<file path="config.mk">
export PLATFORM = sky130hd
export DESIGN_NAME = rabin_ctrl
export DESIGN_NICKNAME = d
export VERILOG_FILES = /design/src/rtl/rabin_pkg.sv /design/src/rtl/rabin_ctrl.sv
export SDC_FILE = /design/constraint.sdc
export NUM_CORES = 1
export LEC_CHECK = 0
export BUFFER_PORTS_ARGS = -buffer_cell sky130_fd_sc_hd__buf_4
export CAP_MARGIN = 30
export CORE_ASPECT_RATIO = 0.8
export CORE_MARGIN = 4
export CORE_UTILIZATION = 63
export DETAILED_ROUTE_END_ITERATION = 8
export PLACE_DENSITY = 0.88
export SLEW_MARGIN = 40
export SYNTH_ARGS = -nofsm -noshare
export SYNTH_HDL_FRONTEND = slang
export SYNTH_SLANG_ARGS = --single-unit
</file>
<file path="constraint.sdc">
create_clock -name clk_i -period 4.8 [get_ports clk_i]
set_input_delay 0.72 -clock clk_i [delete_from_list [all_inputs] [get_ports clk_i]]
set_output_delay 0.72 -clock clk_i [all_outputs]
set_load 0.02 [all_outputs]
</file>
<file path="src/rtl/rabin_pkg.sv">
// Shared types, constants, modular helpers and the sequencer program of the Rabin block.
package rabin_pkg;

  localparam int unsigned DataW        = 64;
  localparam int unsigned PrimeBitsDef = 32;
  localparam int unsigned CfgIdxW      = 2;
  localparam int unsigned PcW          = 7;

  // Datapath and sequencer operations.
  typedef enum logic [4:0] {
    OP_MOD,
    OP_SMODP,
    OP_SMODQ,
    OP_GSTEP,
    OP_MULM,
    OP_ADDM,
    OP_SUBM,
    OP_HALF,
    OP_MULPQ,
    OP_LDE,
    OP_SHE,
    OP_GINIT,
    OP_EMIT,
    OP_BR_KZ,
    OP_BR_PQZ,
    OP_BR_EZ,
    OP_BR_EL0,
    OP_BR_GZ,
    OP_JMP
  } op_e;

  // Operand sources.
  typedef enum logic [3:0] {
    SRC_ZERO,
    SRC_ONE,
    SRC_FOUR,
    SRC_DATA,
    SRC_OFFB,
    SRC_KEY,
    SRC_P,
    SRC_Q,
    SRC_R0,
    SRC_R1,
    SRC_R2,
    SRC_R3,
    SRC_R4,
    SRC_R5,
    SRC_R6,
    SRC_R7
  } src_e;

  // Scratch register destinations.
  typedef enum logic [2:0] {
    RG_0, RG_1, RG_2, RG_3, RG_4, RG_5, RG_6, RG_7
  } reg_e;

  typedef struct packed {
    op_e            op;
    reg_e           dst;
    src_e           sa;
    src_e           sb;
    src_e           sm;
    logic [PcW-1:0] tgt;
    logic [1:0]     idx;
    logic           last;
  } instr_t;

  typedef struct packed {
    logic   valid;
    logic   load;
    instr_t ins;
  } dp_cmd_t;

  typedef struct packed {
    logic done;
    logic key_zero;
    logic pq_zero;
    logic e_zero;
    logic e_lsb;
    logic g_zero;
  } dp_stat_t;

  // Program labels.
  localparam logic [PcW-1:0] PcEnc   = 7'd0;
  localparam logic [PcW-1:0] PcEncZ  = 7'd6;
  localparam logic [PcW-1:0] PcDec   = 7'd7;
  localparam logic [PcW-1:0] PcPLoop = 7'd18;
  localparam logic [PcW-1:0] PcPMul  = 7'd21;
  localparam logic [PcW-1:0] PcPEnd  = 7'd24;
  localparam logic [PcW-1:0] PcQLoop = 7'd27;
  localparam logic [PcW-1:0] PcQMul  = 7'd30;
  localparam logic [PcW-1:0] PcQEnd  = 7'd33;
  localparam logic [PcW-1:0] PcGLoop = 7'd34;
  localparam logic [PcW-1:0] PcGEnd  = 7'd37;
  localparam logic [PcW-1:0] PcDecZ  = 7'd61;

  // (a + b) mod m for a, b below m.
  function automatic logic [DataW-1:0] add_mod(input logic [DataW-1:0] a,
                                               input logic [DataW-1:0] b,
                                               input logic [DataW-1:0] m);
    logic [DataW:0] s;
    s = {1'b0, a} + {1'b0, b};
    if (s >= {1'b0, m}) begin
      s = s - {1'b0, m};
    end
    return s[DataW-1:0];
  endfunction

  // (a - b) mod m for a, b below m.
  function automatic logic [DataW-1:0] sub_mod(input logic [DataW-1:0] a,
                                               input logic [DataW-1:0] b,
                                               input logic [DataW-1:0] m);
    logic [DataW-1:0] d;
    d = a - b;
    if (a < b) begin
      d = d + m;
    end
    return d;
  endfunction

  function automatic instr_t dop(input op_e op, input reg_e dst, input src_e sa,
                                 input src_e sb, input src_e sm);
    instr_t i;
    i.op   = op;
    i.dst  = dst;
    i.sa   = sa;
    i.sb   = sb;
    i.sm   = sm;
    i.tgt  = '0;
    i.idx  = '0;
    i.last = 1'b0;
    return i;
  endfunction

  function automatic instr_t br(input op_e op, input logic [PcW-1:0] tgt);
    instr_t i;
    i     = dop(op, RG_0, SRC_ZERO, SRC_ZERO, SRC_ZERO);
    i.tgt = tgt;
    return i;
  endfunction

  function automatic instr_t emit(input src_e s, input logic [1:0] idx, input logic last);
    instr_t i;
    i      = dop(OP_EMIT, RG_0, s, SRC_ZERO, SRC_ZERO);
    i.idx  = idx;
    i.last = last;
    return i;
  endfunction

  // Sequencer program. Encrypt starts at PcEnc, decrypt at PcDec.
  function automatic instr_t ucode(input logic [PcW-1:0] pc);
    instr_t i;
    case (pc)
      // Encrypt: c = m * (m + b) mod n.
      7'd0:  i = br(OP_BR_KZ, PcEncZ);
      7'd1:  i = dop(OP_MOD,  RG_0, SRC_DATA, SRC_ZERO, SRC_KEY);
      7'd2:  i = dop(OP_MOD,  RG_1, SRC_OFFB, SRC_ZERO, SRC_KEY);
      7'd3:  i = dop(OP_ADDM, RG_1, SRC_R0, SRC_R1, SRC_KEY);
      7'd4:  i = dop(OP_MULM, RG_2, SRC_R0, SRC_R1, SRC_KEY);
      7'd5:  i = emit(SRC_R2, 2'd0, 1'b1);
      7'd6:  i = emit(SRC_ZERO, 2'd0, 1'b1);
      // Decrypt: N, b mod N and D = 4c + b^2 mod N.
      7'd7:  i = br(OP_BR_PQZ, PcDecZ);
      7'd8:  i = dop(OP_MULPQ, RG_7, SRC_P, SRC_Q, SRC_ZERO);
      7'd9:  i = dop(OP_MOD,  RG_6, SRC_OFFB, SRC_ZERO, SRC_R7);
      7'd10: i = dop(OP_MOD,  RG_0, SRC_FOUR, SRC_ZERO, SRC_R7);
      7'd11: i = dop(OP_MOD,  RG_1, SRC_DATA, SRC_ZERO, SRC_R7);
      7'd12: i = dop(OP_MULM, RG_0, SRC_R0, SRC_R1, SRC_R7);
      7'd13: i = dop(OP_MULM, RG_1, SRC_R6, SRC_R6, SRC_R7);
      7'd14: i = dop(OP_ADDM, RG_0, SRC_R0, SRC_R1, SRC_R7);
      // Root mod p by square and multiply.
      7'd15: i = dop(OP_MOD,  RG_1, SRC_R0, SRC_ZERO, SRC_P);
      7'd16: i = dop(OP_MOD,  RG_2, SRC_ONE, SRC_ZERO, SRC_P);
      7'd17: i = dop(OP_LDE,  RG_0, SRC_P, SRC_ZERO, SRC_ZERO);
      7'd18: i = br(OP_BR_EZ, PcPEnd);
      7'd19: i = br(OP_BR_EL0, PcPMul);
      7'd20: i = dop(OP_MULM, RG_2, SRC_R2, SRC_R1, SRC_P);
      7'd21: i = dop(OP_MULM, RG_1, SRC_R1, SRC_R1, SRC_P);
      7'd22: i = dop(OP_SHE,  RG_0, SRC_ZERO, SRC_ZERO, SRC_ZERO);
      7'd23: i = br(OP_JMP, PcPLoop);
      // Root mod q.
      7'd24: i = dop(OP_MOD,  RG_3, SRC_R0, SRC_ZERO, SRC_Q);
      7'd25: i = dop(OP_MOD,  RG_4, SRC_ONE, SRC_ZERO, SRC_Q);
      7'd26: i = dop(OP_LDE,  RG_0, SRC_Q, SRC_ZERO, SRC_ZERO);
      7'd27: i = br(OP_BR_EZ, PcQEnd);
      7'd28: i = br(OP_BR_EL0, PcQMul);
      7'd29: i = dop(OP_MULM, RG_4, SRC_R4, SRC_R3, SRC_Q);
      7'd30: i = dop(OP_MULM, RG_3, SRC_R3, SRC_R3, SRC_Q);
      7'd31: i = dop(OP_SHE,  RG_0, SRC_ZERO, SRC_ZERO, SRC_ZERO);
      7'd32: i = br(OP_JMP, PcQLoop);
      // Extended Euclid on p and q.
      7'd33: i = dop(OP_GINIT, RG_0, SRC_ZERO, SRC_ZERO, SRC_ZERO);
      7'd34: i = br(OP_BR_GZ, PcGEnd);
      7'd35: i = dop(OP_GSTEP, RG_0, SRC_ZERO, SRC_ZERO, SRC_ZERO);
      7'd36: i = br(OP_JMP, PcGLoop);
      // CRT coefficients and the two cross terms.
      7'd37: i = dop(OP_SMODP, RG_1, SRC_ZERO, SRC_ZERO, SRC_R7);
      7'd38: i = dop(OP_MOD,  RG_5, SRC_P, SRC_ZERO, SRC_R7);
      7'd39: i = dop(OP_MULM, RG_1, SRC_R1, SRC_R5, SRC_R7);
      7'd40: i = dop(OP_SMODQ, RG_0, SRC_ZERO, SRC_ZERO, SRC_R7);
      7'd41: i = dop(OP_MOD,  RG_5, SRC_Q, SRC_ZERO, SRC_R7);
      7'd42: i = dop(OP_MULM, RG_0, SRC_R0, SRC_R5, SRC_R7);
      7'd43: i = dop(OP_MULM, RG_1, SRC_R1, SRC_R4, SRC_R7);
      7'd44: i = dop(OP_MULM, RG_0, SRC_R0, SRC_R2, SRC_R7);
      7'd45: i = dop(OP_ADDM, RG_2, SRC_R1, SRC_R0, SRC_R7);
      7'd46: i = dop(OP_SUBM, RG_3, SRC_R1, SRC_R0, SRC_R7);
      // Four candidates (x - b) / 2 mod N.
      7'd47: i = dop(OP_SUBM, RG_4, SRC_R2, SRC_R6, SRC_R7);
      7'd48: i = dop(OP_HALF, RG_4, SRC_R4, SRC_ZERO, SRC_R7);
      7'd49: i = emit(SRC_R4, 2'd0, 1'b0);
      7'd50: i = dop(OP_SUBM, RG_5, SRC_ZERO, SRC_R2, SRC_R7);
      7'd51: i = dop(OP_SUBM, RG_5, SRC_R5, SRC_R6, SRC_R7);
      7'd52: i = dop(OP_HALF, RG_5, SRC_R5, SRC_ZERO, SRC_R7);
      7'd53: i = emit(SRC_R5, 2'd1, 1'b0);
      7'd54: i = dop(OP_SUBM, RG_4, SRC_R3, SRC_R6, SRC_R7);
      7'd55: i = dop(OP_HALF, RG_4, SRC_R4, SRC_ZERO, SRC_R7);
      7'd56: i = emit(SRC_R4, 2'd2, 1'b0);
      7'd57: i = dop(OP_SUBM, RG_5, SRC_ZERO, SRC_R3, SRC_R7);
      7'd58: i = dop(OP_SUBM, RG_5, SRC_R5, SRC_R6, SRC_R7);
      7'd59: i = dop(OP_HALF, RG_5, SRC_R5, SRC_ZERO, SRC_R7);
      7'd60: i = emit(SRC_R5, 2'd3, 1'b1);
      // Zero prime: four zero candidates.
      7'd61: i = emit(SRC_ZERO, 2'd0, 1'b0);
      7'd62: i = emit(SRC_ZERO, 2'd1, 1'b0);
      7'd63: i = emit(SRC_ZERO, 2'd2, 1'b0);
      7'd64: i = emit(SRC_ZERO, 2'd3, 1'b1);
      default: i = emit(SRC_ZERO, 2'd0, 1'b1);
    endcase
    return i;
  endfunction

endpackage

</file>
<file path="src/rtl/rabin_ctrl.sv">
// Sequencer that steps the Rabin program and drives the datapath commands.
module rabin_ctrl (
  input  logic                clk_i,
  input  logic                rst_ni,
  input  logic                in_valid_i,
  input  logic                opcode_i,
  output logic                in_ready_o,
  output rabin_pkg::dp_cmd_t  cmd_o,
  input  rabin_pkg::dp_stat_t stat_i
);

  localparam logic StIdle = 1'b0;
  localparam logic StExec = 1'b1;

  logic                      state_q, state_d;
  logic [rabin_pkg::PcW-1:0] pc_q, pc_d;
  rabin_pkg::instr_t         instr;
  logic [rabin_pkg::PcW-1:0] pc_inc;

  assign instr  = rabin_pkg::ucode(pc_q);
  assign pc_inc = pc_q + 1'b1;

  // Next state, program counter and command.
  always_comb begin
    state_d      = state_q;
    pc_d         = pc_q;
    in_ready_o   = 1'b0;
    cmd_o.valid  = 1'b0;
    cmd_o.load   = 1'b0;
    cmd_o.ins    = instr;
    unique case (state_q)
      StIdle: begin
        in_ready_o = 1'b1;
        if (in_valid_i) begin
          cmd_o.load = 1'b1;
          pc_d       = opcode_i ? rabin_pkg::PcDec : rabin_pkg::PcEnc;
          state_d    = StExec;
        end
      end
      StExec: begin
        unique case (instr.op)
          rabin_pkg::OP_BR_KZ:  pc_d = stat_i.key_zero ? instr.tgt : pc_inc;
          rabin_pkg::OP_BR_PQZ: pc_d = stat_i.pq_zero ? instr.tgt : pc_inc;
          rabin_pkg::OP_BR_EZ:  pc_d = stat_i.e_zero ? instr.tgt : pc_inc;
          rabin_pkg::OP_BR_EL0: pc_d = stat_i.e_lsb ? pc_inc : instr.tgt;
          rabin_pkg::OP_BR_GZ:  pc_d = stat_i.g_zero ? instr.tgt : pc_inc;
          rabin_pkg::OP_JMP:    pc_d = instr.tgt;
          default: begin
            cmd_o.valid = 1'b1;
            if (stat_i.done) begin
              pc_d = pc_inc;
              if (instr.op == rabin_pkg::OP_EMIT && instr.last) begin
                state_d = StIdle;
              end
            end
          end
        endcase
      end
      default: state_d = StIdle;
    endcase
  end

  // Control registers.
  always_ff @(posedge clk_i or negedge rst_ni) begin
    if (!rst_ni) begin
      state_q <= StIdle;
      pc_q    <= rabin_pkg::PcEnc;
    end else begin
      state_q <= state_d;
      pc_q    <= pc_d;
    end
  end

endmodule

</file>
==> run_results.csv, run 1 <==
group,metric,value,unit
synth,synthArstFlopShare,100,%
worst_setup_path,crit_chain,"inv_1 -> ha_1 -> o21bai_1 -> a21o_1 -> a311o_2 -> nor3_4 -> o21bai_4 -> nor2_1 -> buf_4",
sta,post-route-min-period,4090,ps
routing,drc,0,
routing,wl_per_cell,20.3,microns
routing,drt_iter0_drc,627,
clock_tree,cts_buffers,3,
floorplanning,core_area,0.00388,sq mm
worst_setup_path,cp_num_buf_inv,2,
clock_tree,post_cts_buffers,0,
routing,avgViaCountPerCell,7.26,
floorplanning,dieArea,0.00521,sq mm
worst_setup_path,reg2reg_slack,960,ps
worst_setup_path,cp_top_family,"compound AO/OA/AOI/OAI gates",
routing,drtAntennaViolNets,0,
synth,synth.net_count,405,
worst_setup_path,required,4080,ps
worst_setup_path,reg2regPathDepth,11,
clock_tree,cts-htree-levels,1,
grt,grt_pass1_wl,14700,microns
synth,ys.flop_type,"dfrtp_1",
worst_setup_path,crit_path_top_delay_cell,"dfrtp_1",
worst_setup_path,critical_path_arrival,3370,ps
sta,slew_headroom,53.6,%
placed_design,place_congestion,1.02,
synth,synth-edff-count,0,
sta,finClkSkew,0.683,ps
grt,grtUsageTotal,35.6,%
synth,avgSynthCellArea,6.73,sq um
routing,route.final.wire_length,9330,microns
worst_setup_path,reg2reg_to,"pc_q[2]$_DFFE_PN0P_",
floorplanning,start_util,66.8,%
grt,grt_remaining_overflow,0,
sta,rsz0062_at_grt,"no",
floorplanning,die-height,65.4,microns
hold_path,holdCritPathClass,"in -> async",
synth,ys_seq_elements,8,
clock_tree,cts_tree,"yes",
sta,fmax,245,MHz
cells_and_area,num-nets-final,426,
grt,grt_pass1_vias,2816,
cells_and_area,num_antenna_cells,0,
floorplanning,fp-row-count,20,
worst_setup_path,regToRegStartpoint,"pc_q[0]$_DFFE_PN0P_",
grt,grtUsageMet1,53.3,%
synth,netlist_instances,385,
synth,yosys_warnings,0,
worst_setup_path,worst-path-max-fanout,13,
clock_tree,cts_resized,0,
grt,antenna_found_initial,0,
synth,synth_cell_type_count,80,
clock_tree,cts_sinks,8,
placed_design,place_hpwl,6600,microns
grt,met2_usage,49.1,%
grt,gr-max-usage-layer,"met1",
floorplanning,ioPinCount,43,
cells_and_area,fill_cells,319,
worst_setup_path,crit_path_end_kind,"output pin",
sta,fin_tns_setup,0,ps
clock_tree,clk_path_buf_depth,2,
status,status,"completed",
worst_setup_path,worstSetupPathType,"reg -> out",
routing,route.vias.total,3341,
floorplanning,die_x,79.7,microns
clock_tree,cts.clk_slew.worst_paths,40,ps
sta,finalSetupViolations,0,
cells_and_area,area_growth,12.3,%
synth,netlist_area,0.00259,sq mm
placed_design,portBuffers,41,
synth,yosysSeqAreaShare,7.73,%
clock_tree,clk_latency,230,ps
sta,final_max_slew_viol_count,0,
routing,dr.pass1.iters,6,
worst_setup_path,cp-start-kind,"flip-flop",
worst_setup_path,crit_path_max_incr_delay,640,ps
flow_run,maxCapViolations,0,
cells_and_area,drive_gt1_share,21.0,%
grt,grt_use_met3,11.2,%
clock_tree,cts-hold-fix-buffers,0,
sta,fin_crit_sh,85.1,%
grt,grt_max_degree,36,
clock_tree,cts-root-buf,"clkbuf_8",
sta,finalHoldViolations,0,
sta,tightest_slew,696,ps
[area by class of cell]
cell class / instances / area [sq um] / area share [%]
Multi-Input combinational cell: 326 / 2140 / 73.6
Timing Repair Buffer: 53 / 398 / 13.7
Tap cell: 55 / 68.8 / 2.37
Clock buffer: 4 / 45.0 / 1.55
Inverter: 14 / 55.1 / 1.89
Sequential cell: 8 / 201 / 6.92
[logic make-up (layout without fill, tap and decap cells)]
family | count (synthesis) | after routing | share of synthesized area [%]
DFF | 8 | 8 | 7.73
buffers and inverters | 51 | 71 | 9.61
other | 1 | 1 | 0.145
AOI/OAI and AO/OA | 150 | 150 | 40.8
muxes | 9 | 9 | 5.41
xor gates and xnor gates | 4 | 4 | 1.35
adders and majority gates | 10 | 10 | 4.83
and+or+nand+nor | 152 | 152 | 30.1
[per-stage QoR]
stage	hold WS, ps	util (%)	setup WS, ps	cells	instance area [sq um]
2_1_floorplan	424	-	1340	385	2590
3_3_place_gp	544	73.8	1180	456	2860
3_5_place_dp	545	73.8	1100	456	2860
4_1_cts	302	75.0	837	460	2910
5_1_grt	295	75.0	565	460	2910
6_report	304	75.0	713	460	2910
[worst max-delay path by stage]
stage,to,startpoint,cells after the start
2_1_floorplan,cmd_o[31],pc_q[1]$_DFFE_PN0P_,12
3_3_place_gp,cmd_o[31],pc_q[0]$_DFFE_PN0P_,9
3_5_place_dp,cmd_o[31],pc_q[0]$_DFFE_PN0P_,9
4_1_cts,cmd_o[31],pc_q[0]$_DFFE_PN0P_,9
5_1_grt,cmd_o[31],pc_q[0]$_DFFE_PN0P_,9
6_report,cmd_o[31],pc_q[0]$_DFFE_PN0P_,9
[metal layers]
layer	up-vias	part of all wire, %	wire [microns]
met5	-	0	0
met2	317	40	3780
li1	1467	-	-
met3	41	16	1490
met4	0	2.4	224
met1	1516	41	3830
[worst reg2reg max path, delay by kind of cell, from the launching register on]
kind | cells | cell delay (ps)
buffers and inverters | 1 | 290
adders and majority gates | 1 | 650
and+or+nand+nor | 2 | 620
AOI/OAI and AO/OA | 6 | 1170
muxes | 1 | 340
DFF | 1 | 640
[layout by cell type, fill, tap and decap left out, drive strengths merged, types with 4 or more instances in the layout]
cell type | Yosys | routed
inv | 13 | 13
clkbuf | 18 | 4
o31a | 4 | 4
nand3 | 7 | 7
nor3 | 9 | 9
nand2b | 9 | 9
dfrtp | 8 | 8
xnor2 | 4 | 4
a211oi | 5 | 5
o211ai | 9 | 9
a31oi | 7 | 7
nand4 | 12 | 12
o21a | 4 | 4
o21ai | 28 | 28
nand2 | 53 | 53
mux2 | 4 | 4
a21oi | 41 | 41
nor2b | 9 | 9
nor2 | 36 | 36
ha | 10 | 10
a21o | 9 | 9
buf | 19 | 53
[state kept, by name (all words and copies together), names as in the netlist]
name / flops
state_q: 1
pc_q: 7
[Yosys cell counts, types with 6 or more instances]
master     n  area (sq um)
ha_1      10           125
inv_1     12          45.0
buf_1      6          22.5
nand3_1    7          35.0
dfrtp_1    8           200
clkbuf_1  18          67.6
nand4_1   11          68.8
a21oi_1   40           200
nor2_1    34           128
a21o_1     9          67.6
nor2b_1    8          50.1
nor3_1     8          40.0
o211ai_1   8          60.1
o21ai_0   27           135
nand2_1   51           191
a31oi_1    6          37.5
nand2b_1   9          56.3
Power of run 1 is not shown: default switching activity piles up to over one toggle a cycle in this logic, so the estimate is an artifact.
==> inputs of run 2 (changes only) <==
Settings changed: BUFFER_PORTS_ARGS -buffer_cell sky130_fd_sc_hd__buf_4 to default, CORE_UTILIZATION 63 to 40, DONT_BUFFER_PORTS from default to 1, PLACE_DENSITY 0.88 to default.
==> run 2 against run 1 <==
Against the previous run:
- cell count is 3.5% lower
- die area grew 50%
- core utilization fell by 32 points
- worst hold slack lost 120 ps
- clock skew up 1.2 ps
==> run_results.csv, run 2 (synthesized netlist as in run 1, its figures left out) <==
group,metric,value,unit
grt,grt_pass1_wl,15000,microns
worst_setup_path,reg2regPathDepth,11,
worst_setup_path,worst-path-max-fanout,20,
floorplanning,ioPinCount,43,
sta,post-route-min-period,4310,ps
grt,antenna_found_initial,0,
clock_tree,cts_sinks,8,
grt,grt_max_degree,37,
routing,route.final.wire_length,9380,microns
routing,drt_iter0_drc,396,
worst_setup_path,cp-start-kind,"flip-flop",
routing,drtAntennaViolNets,0,
routing,drc,0,
placed_design,portBuffers,0,
cells_and_area,num-nets-final,385,
flow_run,maxCapViolations,0,
cells_and_area,area_growth,1.55,%
grt,grt_pass1_vias,2757,
routing,dr.pass1.iters,5,
routing,route.vias.total,3020,
cells_and_area,drive_gt1_share,12.1,%
floorplanning,die_x,98.0,microns
cells_and_area,top_regs,"pc_q (7), state_q (1)",
sta,hold_ws,180,ps
placed_design,dp_cells,441,
floorplanning,fp-row-count,25,
sta,finClkSkew,1.89,ps
sta,fmax,232,MHz
clock_tree,cts_tree,"yes",
sta,fin_crit_sh,89.9,%
clock_tree,cts_buffers,3,
worst_setup_path,required,4080,ps
clock_tree,clk_latency,230,ps
worst_setup_path,crit_path_end_kind,"output pin",
sta,tightest_slew,814,ps
placed_design,place_hpwl,6820,microns
cells_and_area,regMostFlops,"pc_q",
clock_tree,cts-htree-levels,1,
floorplanning,dieArea,0.00783,sq mm
hold_path,holdCritPathClass,"in -> async",
routing,avgViaCountPerCell,6.80,
clock_tree,post_cts_buffers,0,
grt,grtUsageTotal,23.3,%
sta,slew_headroom,45.3,%
worst_setup_path,worstSetupPathType,"reg -> out",
sta,final_max_slew_viol_count,0,
cells_and_area,mostFrequentLayoutCells,"51 x nand2_1, 40 x a21oi_1, 34 x nor2_1",
worst_setup_path,reg2reg_slack,660,ps
worst_setup_path,critical_path_arrival,3590,ps
status,status,"completed",
cells_and_area,largest_reg_flops,7,
clock_tree,cts_resized,0,
floorplanning,die-height,80.0,microns
placed_design,place_congestion,0.988,
cells_and_area,final_common_cell,"nand2_1",
sta,fin_tns_setup,0,ps
cells_and_area,finalNonFillerCells,444,
sta,finalSetupViolations,0,
clock_tree,cts-hold-fix-buffers,0,
sta,finalHoldViolations,0,
floorplanning,start_util,42.5,%
clock_tree,cts.clk_slew.worst_paths,50,ps
floorplanning,core_area,0.00610,sq mm
cells_and_area,num_antenna_cells,0,
grt,grt_remaining_overflow,0,
sta,rsz0062_at_grt,"no",
routing,wl_per_cell,21.1,microns
clock_tree,clk_path_buf_depth,2,
clock_tree,cts-root-buf,"clkbuf_8",
## run 2: cell types whose count changed in the layout (fill, tap and decap cells not counted), sizes merged
cell,before,now
buf,53,12
clkbuf,4,3
## run 2: through the flow
stage	util, %	area (sq um)	setup slack, ps
after floorplan	-	2590	1340
after global placement	42.4	2590	970
after detailed placement	42.4	2590	827
after CTS	43.1	2630	627
after global routing	43.1	2630	284
final	43.1	2630	486
## run 2: final cells by class
| cell class | instances | area (sq um) |
|---|---|---|
| multi-input cells | 326 | 2140 |
| repair buffers | 12 | 90.1 |
| flip-flops and latches | 8 | 201 |
| well taps | 81 | 101 |
| clock buffers | 3 | 41.3 |
| inverters | 14 | 55.1 |
| fillers | 674 | 3470 |
## run 2: worst paths after layout
check	startpoint	end
hold reg to reg	state_q$_DFF_PN0_	state_q$_DFF_PN0_
hold / removal	rst_ni	state_q$_DFF_PN0_
max in group asynchronous	rst_ni	pc_q[2]$_DFFE_PN0P_
min in group clk_i	stat_i[5]	state_q$_DFF_PN0_
setup reg to reg	pc_q[1]$_DFFE_PN0P_	pc_q[1]$_DFFE_PN0P_
setup / recovery	pc_q[1]$_DFFE_PN0P_	cmd_o[31]
## run 2: metal layers
layer / wire, microns / up-vias / global-route usage (%)
met2: 4030 / 193 / 34.9
met4: 74 / 0 / 3.73
li1: - / 1388 / -
met5: 0 / - / 0
met1: 4130 / 1427 / 34.1
met3: 1140 / 12 / 5.41
## run 2: worst max-delay path: stages (launching register included)
cell and delay [ps]:
dfrtp_1 790, inv_1 310, ha_1 700, o21bai_1 120, a21o_1 190, a311o_2 470, nor3_4 390, o21bai_4 230
nor2_1 140
Power of run 2 is left out for the same reason.
==> inputs of run 3 (changes only) <==
Settings changed: ABC_AREA from default to 1, PLACE_DENSITY from default to 0.66.
==> run 3 against run 2 <==
Against the previous run:
- non-clock buffer count decreased by 4
- sequential share of layout area shrank 0.73 points
- critical path depth is 5 higher
- worst hold slack gained 8.7 ps
- sequential cell count unchanged
- fmax is 20% higher
- synthesized cell count is 42% higher
- worst setup slack better by 730 ps
- register-to-register slack improved by 950 ps
- cell count up 40%
- synthesized area up 8.5%
- clock skew about the same
- critical endpoint unchanged
==> run_results.csv, run 3 <==
group,metric,value,unit
status,status,"completed",
synth,synthAdderAreaFrac,4.45,%
floorplanning,ioPinCount,43,
placed_design,dp_cells,617,
hold_path,holdCritPathClass,"in -> async",
sta,rsz0062_at_grt,"no",
clock_tree,cts-hold-fix-buffers,0,
clock_tree,cts_tree,"yes",
worst_setup_path,reg2reg_slack,1610,ps
clock_tree,cts-root-buf,"clkbuf_8",
routing,avgViaCountPerCell,6.07,
worst_setup_path,cp_top_family,"simple AND/OR/NAND/NOR gates",
sta,final_max_slew_viol_count,0,
floorplanning,die_x,102,microns
cells_and_area,regMostFlops,"pc_q",
worst_setup_path,crit_start,"pc_q[1]$_DFFE_PN0P_",
grt,grt_max_degree,24,
cells_and_area,final_common_cell,"nand2_1",
sta,fmax,279,MHz
worst_setup_path,required,4080,ps
clock_tree,cts_sinks,8,
floorplanning,start_util,41.0,%
synth,netlist_area,0.00281,sq mm
worst_setup_path,reg2reg_to,"pc_q[2]$_DFFE_PN0P_",
sta,fin_crit_sh,74.8,%
worst_setup_path,reg2regPathDepth,17,
synth,yosysSeqAreaShare,7.13,%
clock_tree,clk_latency,230,ps
clock_tree,clk_path_buf_depth,2,
worst_setup_path,regToRegStartpoint,"pc_q[1]$_DFFE_PN0P_",
cells_and_area,finalNonFillerCells,620,
synth,yosys.cell_count.top_type,"nand2_1",
grt,grt_remaining_overflow,0,
synth,yosys_warnings,0,
synth,netlist_instances,548,
worst_setup_path,crit_chain,"inv_1 -> ha_1 -> nand2_1 -> nand2_1 -> nand2_1 -> nand2_1 -> nand2_1 -> nand2_2 -> nand2_2 -> nor2_8 -> nand2_2 -> nand2_4 -> nor2_4",
clock_tree,post_cts_buffers,0,
routing,drc,0,
worst_setup_path,crit_end,"cmd_o[31]",
sta,finalHoldViolations,0,
synth,yosys.area_share.xor_xnor,1.25,%
clock_tree,cts_buffers,3,
sta,fin_tns_setup,0,ps
clock_tree,cts-htree-levels,1,
synth,synthTopCellsByArea,"nand2_1 22%, nand3_1 12%, nor2_1 8.8%",
routing,drtAntennaViolNets,0,
synth,avgSynthCellArea,5.13,sq um
synth,ys_seq_elements,8,
sta,setup_slack,1210,ps
routing,route.final.wire_length,11000,microns
placed_design,place_ws,1510,ps
synth,synth_cell_type_count,40,
sta,post-route-min-period,3590,ps
synth,synth_top_cell_area_share,22.2,%
routing,wl_per_cell,17.8,microns
routing,drt_iter0_drc,830,
cells_and_area,num_antenna_cells,0,
sta,slew_headroom,44.8,%
sta,finalSetupViolations,0,
floorplanning,dieArea,0.00844,sq mm
synth,netlist_top_cells_count,"166 x nand2_1, 66 x nor2_1, 65 x nand3_1",
synth,synth_top_family_by_area,"simple AND/OR/NAND/NOR gates",
routing,route.vias.total,3766,
worst_setup_path,worst-path-max-fanout,10,
floorplanning,fp-row-count,27,
worst_setup_path,cpMostUsedCell,"nand2_1",
worst_setup_path,worstSetupPathType,"reg -> out",
grt,grt_pass1_vias,3351,
clock_tree,cts_resized,0,
synth,synth.net_count,568,
cells_and_area,fill_cells,769,
cells_and_area,top_regs,"pc_q (7), state_q (1)",
synth,yosys.area_share.simple,50.8,%
worst_setup_path,cp-start-kind,"flip-flop",
cells_and_area,final_util,42.1,%
cells_and_area,drive_gt1_share,9.19,%
worst_setup_path,crit_path_max_incr_delay,530,ps
grt,antenna_found_initial,0,
worst_setup_path,critical_path_arrival,2870,ps
sta,finClkSkew,1.66,ps
worst_setup_path,crit_path_end_kind,"output pin",
placed_design,place_congestion,1.10,
floorplanning,die-height,83.0,microns
cells_and_area,num-nets-final,555,
grt,grtUsageTotal,25.5,%
grt,grt_pass1_wl,17600,microns
placed_design,portBuffers,0,
cells_and_area,mostFrequentLayoutCells,"166 x nand2_1, 66 x nor2_1, 65 x nand3_1",
synth,synthArstFlopShare,100,%
routing,dr.pass1.iters,7,
worst_setup_path,crit_cells,13,
synth,synth_compound_area_share,22.1,%
cells_and_area,area_growth,2.85,%
synth,muxShareOfSynthArea,0,%
sta,tightest_slew,825,ps
cells_and_area,largest_reg_flops,7,
clock_tree,cts.clk_slew.worst_paths,40,ps
synth,ys.flop_type,"dfrtp_1",
worst_setup_path,crit_path_top_delay_cell,"dfrtp_1",
synth,synth-edff-count,0,
floorplanning,core_area,0.00686,sq mm
placed_design,place_hpwl,8470,microns
synth,yosysTopAreaCell,"nand2_1",
flow_run,maxCapViolations,0,
worst_setup_path,cp_num_buf_inv,1,
-- run 3: changes by cell type after synthesis, sizes merged, moves of 5 or more --
cell	previous run	this run
nor3	9	4
nor2	36	74
o21ai	28	37
a21o	9	0
nor2b	9	0
nand4	12	4
nand2b	9	0
clkbuf	18	10
nand2	53	176
nand3	7	65
inv	13	67
-- run 3: cells by family after synthesis --
kind of cell	after synthesis
other	1
buffers and inverters	94
AND/OR/NAND/NOR	327
flip-flops	8
XOR/XNOR	4
adder cells (fa/ha/maj)	10
AO/OA/AOI/OAI	104
-- run 3: metal layers --
layer	wire (microns)	share of wire [%]	GRT usage (%)
met2	4490	41	36.7
met5	0	0	0
met3	1680	15	7.22
met1	4530	41	37.1
met4	323	2.9	5.80
-- run 3: layout make-up --
| type | count | area, sq um | area share, % |
|---|---|---|---|
| Clock buffer | 3 | 41.3 | 1.43 |
| Inverter | 68 | 255 | 8.84 |
| Multi-Input combinational cell | 446 | 2220 | 77.0 |
| Sequential cell | 8 | 200 | 6.93 |
| Tap cell | 87 | 109 | 3.77 |
| Timing Repair Buffer | 8 | 60.1 | 2.08 |
-- run 3: worst min path at each step --
| stage | from | end |
|---|---|---|
| after floorplan | rst_ni | pc_q[0]$_DFFE_PN0P_ |
| after global placement | rst_ni | pc_q[2]$_DFFE_PN0P_ |
| after detailed placement | rst_ni | pc_q[2]$_DFFE_PN0P_ |
| after CTS | rst_ni | pc_q[6]$_DFFE_PN0P_ |
| after global routing | rst_ni | pc_q[6]$_DFFE_PN0P_ |
| final | rst_ni | pc_q[6]$_DFFE_PN0P_ |
-- run 3: through the flow --
step                      cell area [sq um]  hold WS, ps
final                                  2890          189
after detailed placement               2850          425
after global routing                   2890          177
after CTS                              2890          183
after global placement                 2840          425
after floorplan                        2810          424
-- run 3: worst reg2reg max path: stages, from the launching register on --
cell	delay, ps
dfrtp_1	530
inv_1	210
ha_1	540
nand2_1	220
nand2_1	140
nand2_1	90
nand2_1	80
nand2_1	80
nand2_2	160
nand2_2	110
nor2_8	200
nand2_2	90
nand2_4	110
inv_2	110
nand2_1	80
nand3_1	150
nand2_1	110
a21oi_1	60
Power of run 3 is left out for the same reason.
